### config.mk
export PLATFORM = sky130hd
export DESIGN_NAME = stick_smoothing_and_scaling
export DESIGN_NICKNAME = d
export VERILOG_FILES = /design/src/rtl/sss_pkg.sv /design/src/rtl/stick_smoothing_and_scaling.sv /design/src/rtl/sss_ctrl.sv /design/src/rtl/sss_datapath.sv
export SDC_FILE = /design/constraint.sdc
export NUM_CORES = 2
export LEC_CHECK = 0
export BUFFER_PORTS_ARGS = -buffer_cell sky130_fd_sc_hd__buf_2
export CORE_MARGIN = 3
export CORE_UTILIZATION = 45
export CTS_CLUSTER_SIZE = 24
export DETAILED_ROUTE_END_ITERATION = 8
export PLACE_DENSITY_LB_ADDON = 0.15
export SLEW_MARGIN = 20
export SYNTH_ARGS = -nofsm -noshare
export SYNTH_HDL_FRONTEND = slang
export SYNTH_HIERARCHICAL = 1
export SYNTH_SLANG_ARGS = --single-unit
### constraint.sdc
create_clock -name i_clk -period 9.5 [get_ports i_clk]
set_input_delay 1.425 -clock i_clk [delete_from_list [all_inputs] [get_ports i_clk]]
set_output_delay 1.425 -clock i_clk [all_outputs]
set_load 0.05 [all_outputs]
### src/rtl/sss_pkg.sv
// ----------------------------------------------------------------------------
// Stick smoothing and scaling package
// Shared constants, register indexes and the controller command type.
// ----------------------------------------------------------------------------
package sss_pkg;

    localparam int SAMPLE_BITS_DEF = 12;
    localparam int FRAC_BITS_DEF   = 16;

    localparam int COUNT_BITS  = 4;
    localparam int COEF_BITS   = 16;
    localparam int CENTER_BITS = 12;
    localparam int OFFSET_BITS = 12;
    localparam int GAIN_SHIFT  = 16;
    localparam int CFG_IDX_BITS  = 3;
    localparam int CFG_DATA_BITS = 16;

    localparam int NUM_SLOTS  = 6;
    localparam int NUM_SCALED = 4;
    localparam int NUM_OPS    = NUM_SLOTS + NUM_SCALED;
    localparam int OP_BITS    = 4;
    localparam int SLOT_BITS  = 3;

    localparam logic [CFG_IDX_BITS-1:0] REG_SMOOTHING_WEIGHT = 3'd0;
    localparam logic [CFG_IDX_BITS-1:0] REG_STICK_GAIN       = 3'd1;
    localparam logic [CFG_IDX_BITS-1:0] REG_THROTTLE_GAIN    = 3'd2;
    localparam logic [CFG_IDX_BITS-1:0] REG_CENTER_VALUE     = 3'd3;
    localparam logic [CFG_IDX_BITS-1:0] REG_THROTTLE_OFFSET  = 3'd4;

    localparam logic [COEF_BITS-1:0]   RST_SMOOTHING_WEIGHT = 16'd655;
    localparam logic [COEF_BITS-1:0]   RST_STICK_GAIN       = 16'd52429;
    localparam logic [COEF_BITS-1:0]   RST_THROTTLE_GAIN    = 16'd55706;
    localparam logic [CENTER_BITS-1:0] RST_CENTER_VALUE     = 12'd1500;
    localparam logic [OFFSET_BITS-1:0] RST_THROTTLE_OFFSET  = 12'd75;

    // Channel index carried by each filter slot.
    localparam logic [COUNT_BITS-1:0] CHAN_INDEX [NUM_SLOTS] =
        '{4'd0, 4'd1, 4'd2, 4'd3, 4'd5, 4'd6};

    localparam logic [SLOT_BITS-1:0] SLOT_THROTTLE = 3'd0;

    typedef struct packed {
        logic                latch;
        logic                mul_en;
        logic [OP_BITS-1:0]  mul_op;
        logic                acc_en;
        logic [OP_BITS-1:0]  acc_op;
        logic                load_out;
    } t_cmd;

endpackage

### src/rtl/stick_smoothing_and_scaling.sv
// ----------------------------------------------------------------------------
// Stick smoothing and scaling
// Per-channel exponential smoothing of stick samples with gain about centre.
// ----------------------------------------------------------------------------
// A frame is worked through as ten operations on one shared multiplier, each
// accumulated in turn, and the result is then loaded into the output register.
// A new frame is accepted only after the previous one is loaded out; a finished
// frame waits while the previous result is still held in the output register.
// Synchronous active-low reset clears the filter levels and loads the
// register defaults; no clearing pass is needed.
module stick_smoothing_and_scaling #(
    parameter int SAMPLE_BITS = sss_pkg::SAMPLE_BITS_DEF,
    parameter int FRAC_BITS   = sss_pkg::FRAC_BITS_DEF
) (
    input  logic                               i_clk,
    input  logic                               i_rst_n,
    input  logic                               s_axis_tvalid,
    output logic                               s_axis_tready,
    // channel_count, sample_ch0, sample_ch1, sample_ch2, sample_ch3,
    // sample_ch5, sample_ch6
    input  logic [((sss_pkg::COUNT_BITS + 6 * SAMPLE_BITS + 7) / 8) * 8 - 1:0]
                                               s_axis_tdata,
    output logic                               m_axis_tvalid,
    input  logic                               m_axis_tready,
    // roll_out, pitch_out, yaw_out, throttle_out, knob_left_out, knob_right_out
    output logic [((6 * SAMPLE_BITS + 7) / 8) * 8 - 1:0]
                                               m_axis_tdata,
    input  logic                               i_cfg_we,
    input  logic [sss_pkg::CFG_IDX_BITS-1:0]   i_cfg_index,
    input  logic [sss_pkg::CFG_DATA_BITS-1:0]  i_cfg_data
);

    localparam int CB    = sss_pkg::COUNT_BITS;
    localparam int OUT_B = 6 * SAMPLE_BITS;
    localparam int OUT_W = ((OUT_B + 7) / 8) * 8;

    sss_pkg::t_cmd           w_cmd;
    logic [SAMPLE_BITS-1:0]  w_sample [sss_pkg::NUM_SLOTS];
    logic [SAMPLE_BITS-1:0]  w_roll, w_pitch, w_yaw, w_throttle, w_knob_l, w_knob_r;

    always_comb begin
        for (int i = 0; i < sss_pkg::NUM_SLOTS; i++) begin
            w_sample[i] = s_axis_tdata[CB + i * SAMPLE_BITS +: SAMPLE_BITS];
        end
    end

    assign m_axis_tdata = OUT_W'({w_knob_r, w_knob_l, w_throttle, w_yaw, w_pitch, w_roll});

    sss_ctrl u_ctrl (
        .i_clk       (i_clk),
        .i_rst_n     (i_rst_n),
        .i_in_valid  (s_axis_tvalid),
        .o_in_ready  (s_axis_tready),
        .o_out_valid (m_axis_tvalid),
        .i_out_ready (m_axis_tready),
        .o_cmd       (w_cmd)
    );

    sss_datapath #(
        .SAMPLE_BITS (SAMPLE_BITS),
        .FRAC_BITS   (FRAC_BITS)
    ) u_datapath (
        .i_clk        (i_clk),
        .i_rst_n      (i_rst_n),
        .i_cmd        (w_cmd),
        .i_count      (s_axis_tdata[CB-1:0]),
        .i_sample     (w_sample),
        .i_cfg_we     (i_cfg_we),
        .i_cfg_index  (i_cfg_index),
        .i_cfg_data   (i_cfg_data),
        .o_roll       (w_roll),
        .o_pitch      (w_pitch),
        .o_yaw        (w_yaw),
        .o_throttle   (w_throttle),
        .o_knob_left  (w_knob_l),
        .o_knob_right (w_knob_r)
    );

endmodule

### src/rtl/sss_ctrl.sv
// ----------------------------------------------------------------------------
// Stick smoothing and scaling controller
// Sequences the shared multiplier over the filter and scaling operations.
// ----------------------------------------------------------------------------
module sss_ctrl (
    input  logic          i_clk,
    input  logic          i_rst_n,
    input  logic          i_in_valid,
    output logic          o_in_ready,
    output logic          o_out_valid,
    input  logic          i_out_ready,
    output sss_pkg::t_cmd o_cmd
);

    typedef enum logic [2:0] {
        S_IDLE = 3'b001,
        S_RUN  = 3'b010,
        S_HOLD = 3'b100
    } t_state;

    localparam logic [sss_pkg::OP_BITS-1:0] LAST_STEP = sss_pkg::OP_BITS'(sss_pkg::NUM_OPS);

    t_state                        r_state, n_state;
    logic [sss_pkg::OP_BITS-1:0]   r_step, n_step;
    logic                          r_out_valid, n_out_valid;
    logic                          w_accept;
    logic                          w_load;

    assign o_in_ready  = (r_state == S_IDLE);
    assign o_out_valid = r_out_valid;
    assign w_accept    = i_in_valid && (r_state == S_IDLE);
    assign w_load      = (r_state == S_HOLD) && (!r_out_valid || i_out_ready);

    always_comb begin
        n_state     = r_state;
        n_step      = r_step;
        n_out_valid = r_out_valid;
        if (r_out_valid && i_out_ready) begin
            n_out_valid = 1'b0;
        end
        case (r_state)
            S_IDLE: begin
                n_step = '0;
                if (w_accept) begin
                    n_state = S_RUN;
                end
            end
            S_RUN: begin
                if (r_step == LAST_STEP) begin
                    n_state = S_HOLD;
                end else begin
                    n_step = r_step + sss_pkg::OP_BITS'(1);
                end
            end
            S_HOLD: begin
                if (w_load) begin
                    n_out_valid = 1'b1;
                    n_state     = S_IDLE;
                end
            end
            default: begin
                n_state = S_IDLE;
            end
        endcase
    end

    always_ff @(posedge i_clk) begin
        if (!i_rst_n) begin
            r_state     <= S_IDLE;
            r_step      <= '0;
            r_out_valid <= 1'b0;
        end else begin
            r_state     <= n_state;
            r_step      <= n_step;
            r_out_valid <= n_out_valid;
        end
    end

    always_comb begin
        o_cmd          = '0;
        o_cmd.latch    = w_accept;
        o_cmd.mul_en   = (r_state == S_RUN) && (r_step < LAST_STEP);
        o_cmd.mul_op   = r_step;
        o_cmd.acc_en   = (r_state == S_RUN) && (r_step != '0);
        o_cmd.acc_op   = r_step - sss_pkg::OP_BITS'(1);
        o_cmd.load_out = w_load;
    end

endmodule

### src/rtl/sss_datapath.sv
// ----------------------------------------------------------------------------
// Stick smoothing and scaling datapath
// Frame register, filter levels, configuration, shared multiplier and output.
// ----------------------------------------------------------------------------
module sss_datapath #(
    parameter int SAMPLE_BITS = sss_pkg::SAMPLE_BITS_DEF,
    parameter int FRAC_BITS   = sss_pkg::FRAC_BITS_DEF
) (
    input  logic                                i_clk,
    input  logic                                i_rst_n,
    input  sss_pkg::t_cmd                       i_cmd,
    input  logic [sss_pkg::COUNT_BITS-1:0]      i_count,
    input  logic [SAMPLE_BITS-1:0]              i_sample [sss_pkg::NUM_SLOTS],
    input  logic                                i_cfg_we,
    input  logic [sss_pkg::CFG_IDX_BITS-1:0]    i_cfg_index,
    input  logic [sss_pkg::CFG_DATA_BITS-1:0]   i_cfg_data,
    output logic [SAMPLE_BITS-1:0]              o_roll,
    output logic [SAMPLE_BITS-1:0]              o_pitch,
    output logic [SAMPLE_BITS-1:0]              o_yaw,
    output logic [SAMPLE_BITS-1:0]              o_throttle,
    output logic [SAMPLE_BITS-1:0]              o_knob_left,
    output logic [SAMPLE_BITS-1:0]              o_knob_right
);

    localparam int LW  = SAMPLE_BITS + FRAC_BITS;
    localparam int CW  = sss_pkg::CENTER_BITS + FRAC_BITS;
    localparam int DW  = ((LW > CW) ? LW : CW) + 1;
    localparam int PW  = sss_pkg::COEF_BITS + 1 + DW;
    localparam int VW  = DW + 3;
    localparam int WW  = VW - 1 - FRAC_BITS;
    localparam logic [WW-1:0] SAMPLE_MAX = WW'((1 << SAMPLE_BITS) - 1);
    localparam int NS  = sss_pkg::NUM_SLOTS;
    localparam int SB  = sss_pkg::SLOT_BITS;

    logic [sss_pkg::COUNT_BITS-1:0]  r_count;
    logic [SAMPLE_BITS-1:0]          r_sample [NS];
    logic [LW-1:0]                   r_level  [NS];
    logic [SAMPLE_BITS-1:0]          r_scaled [sss_pkg::NUM_SCALED];
    logic signed [PW-1:0]            r_prod;

    logic [sss_pkg::COEF_BITS-1:0]   r_weight;
    logic [sss_pkg::COEF_BITS-1:0]   r_stick_gain;
    logic [sss_pkg::COEF_BITS-1:0]   r_throttle_gain;
    logic [sss_pkg::CENTER_BITS-1:0] r_center;
    logic [sss_pkg::OFFSET_BITS-1:0] r_offset;

    logic                            w_mul_filt;
    logic [SB-1:0]                   w_mul_slot;
    logic [LW-1:0]                   w_mul_level;
    logic [LW-1:0]                   w_target;
    logic [CW-1:0]                   w_ctr;
    logic [sss_pkg::COEF_BITS-1:0]   w_mul_a;
    logic signed [DW-1:0]            w_mul_b;
    logic signed [PW-1:0]            w_prod;

    logic                            w_acc_filt;
    logic [SB-1:0]                   w_acc_slot;
    logic [LW-1:0]                   w_acc_level;
    logic signed [PW-1:0]            w_shift;
    logic signed [DW:0]              w_step;
    logic [DW:0]                     w_fsum;
    logic                            w_acc_upd;
    logic signed [VW-1:0]            w_v;
    logic [WW-1:0]                   w_whole;
    logic [SAMPLE_BITS-1:0]          w_sat;

    assign w_ctr = {r_center, {FRAC_BITS{1'b0}}};

    always_comb begin
        w_mul_filt = (i_cmd.mul_op < sss_pkg::OP_BITS'(NS));
        if (w_mul_filt) begin
            w_mul_slot = i_cmd.mul_op[SB-1:0];
        end else begin
            w_mul_slot = SB'(i_cmd.mul_op - sss_pkg::OP_BITS'(NS));
        end
        w_mul_level = r_level[w_mul_slot];
        w_target    = {r_sample[w_mul_slot], {FRAC_BITS{1'b0}}};
        if (w_mul_filt) begin
            w_mul_a = r_weight;
            w_mul_b = $signed(DW'(w_target)) - $signed(DW'(w_mul_level));
        end else begin
            if (w_mul_slot == sss_pkg::SLOT_THROTTLE) begin
                w_mul_a = r_throttle_gain;
            end else begin
                w_mul_a = r_stick_gain;
            end
            w_mul_b = $signed(DW'(w_mul_level)) - $signed(DW'(w_ctr));
        end
    end

    assign w_prod = PW'($signed({1'b0, w_mul_a})) * PW'(w_mul_b);

    always_comb begin
        w_acc_filt = (i_cmd.acc_op < sss_pkg::OP_BITS'(NS));
        if (w_acc_filt) begin
            w_acc_slot = i_cmd.acc_op[SB-1:0];
        end else begin
            w_acc_slot = SB'(i_cmd.acc_op - sss_pkg::OP_BITS'(NS));
        end
        w_acc_level = r_level[w_acc_slot];
        w_acc_upd   = (sss_pkg::CHAN_INDEX[w_acc_slot] < r_count);
        w_shift     = r_prod >>> sss_pkg::GAIN_SHIFT;
        w_step      = w_shift[DW:0];
        w_fsum      = (DW + 1)'(w_acc_level) + w_step;
        w_v         = $signed(VW'(w_ctr)) + VW'(w_step);
        if (w_acc_slot == sss_pkg::SLOT_THROTTLE) begin
            w_v = w_v - $signed(VW'({r_offset, {FRAC_BITS{1'b0}}}));
        end
        w_whole = w_v[VW-2:FRAC_BITS];
        if (w_v[VW-1]) begin
            w_sat = '0;
        end else if (w_whole > SAMPLE_MAX) begin
            w_sat = SAMPLE_MAX[SAMPLE_BITS-1:0];
        end else begin
            w_sat = w_whole[SAMPLE_BITS-1:0];
        end
    end

    always_ff @(posedge i_clk) begin
        if (i_cmd.latch) begin
            r_count  <= i_count;
            r_sample <= i_sample;
        end
        if (i_cmd.mul_en) begin
            r_prod <= w_prod;
        end
        if (i_cmd.acc_en && !w_acc_filt) begin
            r_scaled[w_acc_slot[1:0]] <= w_sat;
        end
        if (i_cmd.load_out) begin
            o_throttle   <= r_scaled[0];
            o_yaw        <= r_scaled[1];
            o_pitch      <= r_scaled[2];
            o_roll       <= r_scaled[3];
            o_knob_left  <= r_level[4][LW-1:FRAC_BITS];
            o_knob_right <= r_level[5][LW-1:FRAC_BITS];
        end
    end

    always_ff @(posedge i_clk) begin
        if (!i_rst_n) begin
            for (int i = 0; i < NS; i++) begin
                r_level[i] <= '0;
            end
        end else if (i_cmd.acc_en && w_acc_filt && w_acc_upd) begin
            r_level[w_acc_slot] <= w_fsum[LW-1:0];
        end
    end

    always_ff @(posedge i_clk) begin
        if (!i_rst_n) begin
            r_weight        <= sss_pkg::RST_SMOOTHING_WEIGHT;
            r_stick_gain    <= sss_pkg::RST_STICK_GAIN;
            r_throttle_gain <= sss_pkg::RST_THROTTLE_GAIN;
            r_center        <= sss_pkg::RST_CENTER_VALUE;
            r_offset        <= sss_pkg::RST_THROTTLE_OFFSET;
        end else if (i_cfg_we) begin
            case (i_cfg_index)
                sss_pkg::REG_SMOOTHING_WEIGHT: r_weight        <= i_cfg_data;
                sss_pkg::REG_STICK_GAIN:       r_stick_gain    <= i_cfg_data;
                sss_pkg::REG_THROTTLE_GAIN:    r_throttle_gain <= i_cfg_data;
                sss_pkg::REG_CENTER_VALUE:
                    r_center <= i_cfg_data[sss_pkg::CENTER_BITS-1:0];
                sss_pkg::REG_THROTTLE_OFFSET:
                    r_offset <= i_cfg_data[sss_pkg::OFFSET_BITS-1:0];
                default: begin
                end
            endcase
        end
    end

endmodule
Word level (Yosys, flattened, before mapping)
Memory sizes are Yosys's and may differ from the RTL's. A register that Yosys moved wholly into a read port is not among the register bits. Index checks and enable logic that the tools add are counted.

Memories: 3. Bits in read-only memories: 32. Input port bits: 104. Output and inout bits: 74. Bits in writable memories: 216. Register bits after elaboration: 202. Word-level logic and storage cells: 105.

Magnitude comparators: 7. Equal/unequal tests: 12. Add/subtract/negate cells: 9. Bitwise gates (word level): 2. Mux-type cells: 31. $mul: 1. Reduce and logical (&&, ||, !) cells: 24.

Memories: u_datapath.r_level (depth 6, width 28, rd ports 4, clocked after memory_dff 2, write ports 6, RTL line sss_datapath.sv:37) `logic [LW-1:0] r_level [NS];`; u_datapath.r_scaled (depth 4, width 12, rd ports 4, clocked after memory_dff 4, write ports 1, RTL line sss_datapath.sv:38) `logic [SAMPLE_BITS-1:0] r_scaled [sss_pkg::NUM_SCALED];`; (name not given) (depth 8, width 4, rd ports 1, clocked after memory_dff 0, write ports 0, RTL line sss_datapath.sv:101) `w_acc_upd = (sss_pkg::CHAN_INDEX[w_acc_slot] < r_count);`.

Operators with widths (count): subtractor 28 x 28 -> 29 bit (2); 2-to-1 mux 12 bit (4); multiplier 17 x 29 -> 46 bit (1); binary-select mux 12 bit (select 3 bit) (1); 2-to-1 mux 16 bit (2); 2-to-1 mux 32 bit (1); subtractor 32 x 29 -> 32 bit (1); adder 29 x 30 -> 31 bit (1); 2-to-1 mux 29 bit (1); adder 28 bit (1); 2-to-1 mux 28 bit (1); OR reduction 28 bit (1); 2-to-1 mux 3 bit (6); > comparator 15 x 12 -> 1 bit, second input constant (1); 2-to-1 mux 4 bit (3); AND reduction 2 bit (6); 2-to-1 mux 1 bit (10); equality test 3 x 2 -> 1 bit, second input constant (3); logical NOT 3 bit (3); one-hot mux 3 bit (3 select lines) (1); greater-or-equal comparator 4 bit, second input constant (2); logical AND 1 bit (8); less-than comparator 4 x 3 -> 1 bit, second input constant (2); inverter 3 -> 4 bit (2); other kinds (16) (22).

Logic depth before layout (Yosys ltp)
Word-level depth: 14. Depth in mapped cells: 42. Depth with buffers taken out: 38.

By module
The synthesis kept the hierarchy.

By module, submodules not included: sss_datapath (sequential area each 14954.3 µm², cells an instance 3933, instances 1, area each 41533.6 µm²); sss_ctrl (sequential area each 160.2 µm², cells an instance 69, instances 1, area each 590.6 µm²).

Worst setup path before layout
No wires, ideal clock.

Path kind: register to register. From: register u_ctrl/r_step[1] (netlist bit). To: register u_datapath.r_prod[45] (data pin). Library setup time: 0.260 ns. Buffers on the path: 5. Path slack: 0.107 ns. Required time: 9.240 ns. Cell stages (with the launch flop): 42. Period minus slack after synthesis: 9.393 ns. Data arrival time: 9.133 ns. Path through: dfxtp_1 -> buf_2 -> nand2b_1 -> o21a_1 -> clkbuf_1 -> clkbuf_1 -> clkbuf_1 -> nand2_1 -> a21oi_1 -> nor2_1 -> o21ai_0 -> ha_1 -> a21o_1 -> a21oi_1 -> o21ai_0 -> a21o_1 -> a221oi_1 -> a31oi_1 -> (+6 left out) -> inv_1 -> fa_1 -> fa_1 -> fa_1 -> inv_1 -> fa_1 -> inv_1 -> ha_1 -> a21o_1 -> a21oi_1 -> o21bai_1 -> a21o_1 -> a21oi_1 -> o21ai_0 -> a211oi_1 -> o21bai_1 -> a21oi_1 -> xnor2_1.

Cells in the longest elaborated chain, start to end: 9. Elaborated cells between the ends (all ways): 15. Those cells by class: 3 x add/sub; 1 x mul; 1 x order compare; 7 x mux; 1 x bitwise; 1 x reduce/logical; 1 x memory.

Ends and longest elaborated chain: from (decl) (RTL line sss_ctrl.sv:24) `logic [sss_pkg::OP_BITS-1:0] r_step, n_step;`; from (signal assigned) (RTL line sss_ctrl.sv:74) `r_step <= n_step;`; less-than comparator 4 x 3 -> 1 bit / subtractor 3 bit (equally long branches) (RTL line sss_datapath.sv:70, sss_datapath.sv:74); 2-to-1 mux 3 bit (RTL line sss_datapath.sv:71) `if (w_mul_filt) begin`; inverter 3 -> 4 bit (not written as such) (RTL line sss_datapath.sv:77) `w_target = {r_sample[w_mul_slot], {FRAC_BITS{1'b0}}};`; binary-select mux 12 bit (select 3 bit) (RTL line sss_datapath.sv:77); 2-to-1 mux 12 bit (not written as such) (2 in a row) (RTL line sss_datapath.sv:77); subtractor 28 x 28 -> 29 bit (RTL line sss_datapath.sv:80) `w_mul_b = $signed(DW'(w_target)) - $signed(DW'(w_mul_level));`; 2-to-1 mux 29 bit (RTL line sss_datapath.sv:78) `if (w_mul_filt) begin`; multiplier 17 x 29 -> 46 bit * (RTL line sss_datapath.sv:91) `assign w_prod = PW'($signed({1'b0, w_mul_a})) * PW'(w_mul_b);`; via u_datapath.w_prod[45] (RTL line sss_datapath.sv:54) `logic signed [PW-1:0] w_prod;`; to (signal assigned) (RTL line sss_datapath.sv:125) `r_prod <= w_prod;`; to (decl) (RTL line sss_datapath.sv:39) `logic signed [PW-1:0] r_prod;`.

The timed path passes the listed nets; every way through them passes the cells marked *. The select of a mux whose other input is x is not followed. A chain may end at the register's enable or synchronous reset.

Worst setup path in the final report
Ends and elaborated chain as after synthesis.

==> impl_metrics.tcl <==
set metrics [dict create \
    clock-sinks 530 \
    finalSetupViolCount 0 \
    muxShareOfSynthArea_pct 6.88 \
    clkSlewWorstSetupHoldPaths_ns 0.07 \
    synth_area_leaders "edfxtp_1 32%, fa_1 21%, nand2_1 5.9%" \
    fp.dieH_um 312 \
    ys_warn_count 6 \
    place_inst 5616 \
    cp_data_arrival_time_ns 9.56 \
    io_pins 178 \
    die_x_um 312 \
    crit_fanout 11 \
    worst_path_max_delay_cell "fa_1" \
    multi_input_area_sq_mm 0.0246 \
    grt_overflow_total 0 \
    num_rows 111 \
    vias_per_cell 5.27 \
    max_freq_mhz 109 \
    synthXorXnorAreaFrac_pct 2.22 \
    syn_avg_cell_area_sq_um 10.5 \
    post-route-min-period_ns 9.21 \
    synth_adder_area_share_pct 27.0 \
    yosys.area.top_type "edfxtp_1" \
    cts_inserted_buffers 53 \
    async_reset_ff_share_pct 0 \
    synthMostInstantiatedCell "nand2_1" \
    cts_root_buf "clkbuf_16" \
    stdcell_count 5745 \
    seq_area_sq_mm 0.0151 \
    syn2layout_area_growth_pct 16.7 \
    critPathMaxStageDelay_ns 0.55 \
    netlist_area_sq_mm 0.0421 \
    ant_nets 0 \
    synth_top_family_by_area "adder cells" \
    clk_path_buf_depth 3 \
    port_buffers 173 \
    first_pass_iters 6 \
    relSlewSlack_pct 31.3 \
    vias 30300 \
    synth_ff_type "edfxtp_1" \
    synth_common_cells "666 x nand2_1, 621 x inv_1, 450 x edfxtp_1" \
    cpMostUsedCell "fa_1" \
    drt-total-wl_um 116000 \
    synth-compound-area-share_pct 6.86 \
    worstSetupStartpointType "register" \
    clk_latency_ns 0.62 \
    layout-drive-gt1-share_pct 18.9 \
    cp-end-kind "register" \
    detail_route.iter0.violations 2312 \
    nNetsFinal 5199 \
    syn_inst 4002 \
    first_global_vias 30800 \
    synthDominantCellAreaShare_pct 32.1 \
    finalClockSkew_ns 0.0291 \
    hpwl_um 88000 \
    n_fill_cell 8399 \
    worst_slew_pin_slew_ns 1.03 \
    cts_max_level 2 \
    dieArea_sq_mm 0.0973 \
    ctsHoldBuffers 0 \
    drv_slew 0 \
    coreArea_sq_mm 0.0922 \
    rsz0062_at_grt "true" \
    grt_use_total_pct 24.0 \
    synth_edf_count 450 \
    gp_congestion 0.874 \
    yosysSeqAreaShare_pct 35.9 \
    antenna_found_initial 7 \
    finalHoldViolations 0 \
    drc 0 \
    hold_class "reg -> reg" \
    synth_cell_type_count 86 \
    grt_max_degree 87 \
    period_share_pct 96.9 \
    status "completed" \
    cp_data_required_time_ns 9.86 \
    crit_buf_inv 13 \
    ys_seq_elements 530 \
    synth-simple-area-share_pct 13.7 \
    grt_pass1_wl_um 181000 \
    criticalPathCategory "reg -> reg" \
    wl_per_cell_um 20.2 \
    cts_tree "yes" \
    drv_cap 0 \
    start_util_pct 45.7 \
    crit_family "adder cells" \
]
## final timing paths
check | from | end | slack [ns] | cells after the start
hold reg to reg | u_datapath/r_scaled[1][6] | u_datapath/o_yaw[6] | 0.42 | 0
setup reg to reg | u_ctrl/r_step[1] | u_datapath/r_prod[45] | 0.29 | 41
hold / removal | u_datapath/r_scaled[1][6] | u_datapath/o_yaw[6] | 0.42 | 0
setup / recovery | u_ctrl/r_step[1] | u_datapath/r_prod[45] | 0.29 | 41
## cells in the final DEF (no fill, tap or decap), types with 24 or more instances in the layout
cell       count
o21ai_0       67
buf_2        173
xnor2_1       69
and3_1        26
clkbuf_16     55
nor2b_1       48
ha_1         185
nor3_1        36
inv_1        618
dfxtp_1       76
o211ai_1      27
and2_1        69
a21boi_0      37
conb_1        56
edfxtp_1     450
mux2i_1       45
nand3_1       62
buf_4        331
a21oi_1      118
nor2_1       280
fa_1         444
a21o_1        44
o21a_1        24
nand2_1      657
mux4_2        95
xor2_1        36
## repair_timing
action,CTS,global route
pin swaps,2,39
cloned,1,0
gates resized for setup,9,90
setup endpoints to repair,12,17
buffers inserted,11,16
## cell type report
type / instances / area share (%)
well taps: 1243 / 3.16
diodes: 3 / 0.0153
repair buffers: 528 / 7.77
inverters: 623 / 4.76
multi-input cells: 2720 / 49.9
clock inverters: 37 / 0.715
clock buffers: 61 / 2.87
flip-flops and latches: 530 / 30.8
## stage by stage
| stage | setup TNS, ns | setup WS [ns] | hold slack [ns] | utilization (%) | cell area [sq um] |
|---|---|---|---|---|---|
| 6_report | 0 | 0.293 | 0.418 | 53.3 | 49200 |
| 5_1_grt | -0.148 | -0.0940 | 0.424 | 53.3 | 49200 |
| 4_1_cts | 0 | 0.00108 | 0.420 | 52.8 | 48700 |
| 3_5_place_dp | -1.88 | -0.301 | 0.405 | 50.7 | 46700 |
| 3_3_place_gp | -1.13 | -0.254 | 0.402 | 50.7 | 46700 |
| 2_1_floorplan | 0 | 0.107 | 0.400 | - | 42300 |
## sequential cells by signal, indices dropped and copies added (netlist names), 12 cells and up
register,count
u_datapath/o_knob_left,12
u_datapath/o_yaw,12
u_datapath/r_scaled,48
u_datapath/r_offset,12
u_datapath/o_roll,12
u_datapath/r_level,224
u_datapath/o_pitch,12
u_datapath/r_sample,72
u_datapath/o_throttle,12
u_datapath/r_weight,16
u_datapath/r_stick_gain,16
u_datapath/r_prod,30
u_datapath/r_center,12
u_datapath/r_throttle_gain,16
u_datapath/o_knob_right,12
## cells by family after synthesis
kind of cell / Yosys count
flip-flops: 530
AND/OR/NAND/NOR: 1304
multiplexers: 165
other: 1
adder cells (fa/ha/maj): 639
buffers and inverters: 807
XOR/XNOR: 107
AO/OA/AOI/OAI: 449
## routing by layer
layer	global-route usage, %	part of all wire, %	vias to the layer above
met3	3.42	6.8	119
met2	38.2	46	944
met5	0	0.011	-
li1	-	-	14000
met1	35.4	45	15200
met4	5.03	2.2	2
Power is not shown: default switching activity piles up to over one toggle a cycle in this logic, so the estimate is an artifact.
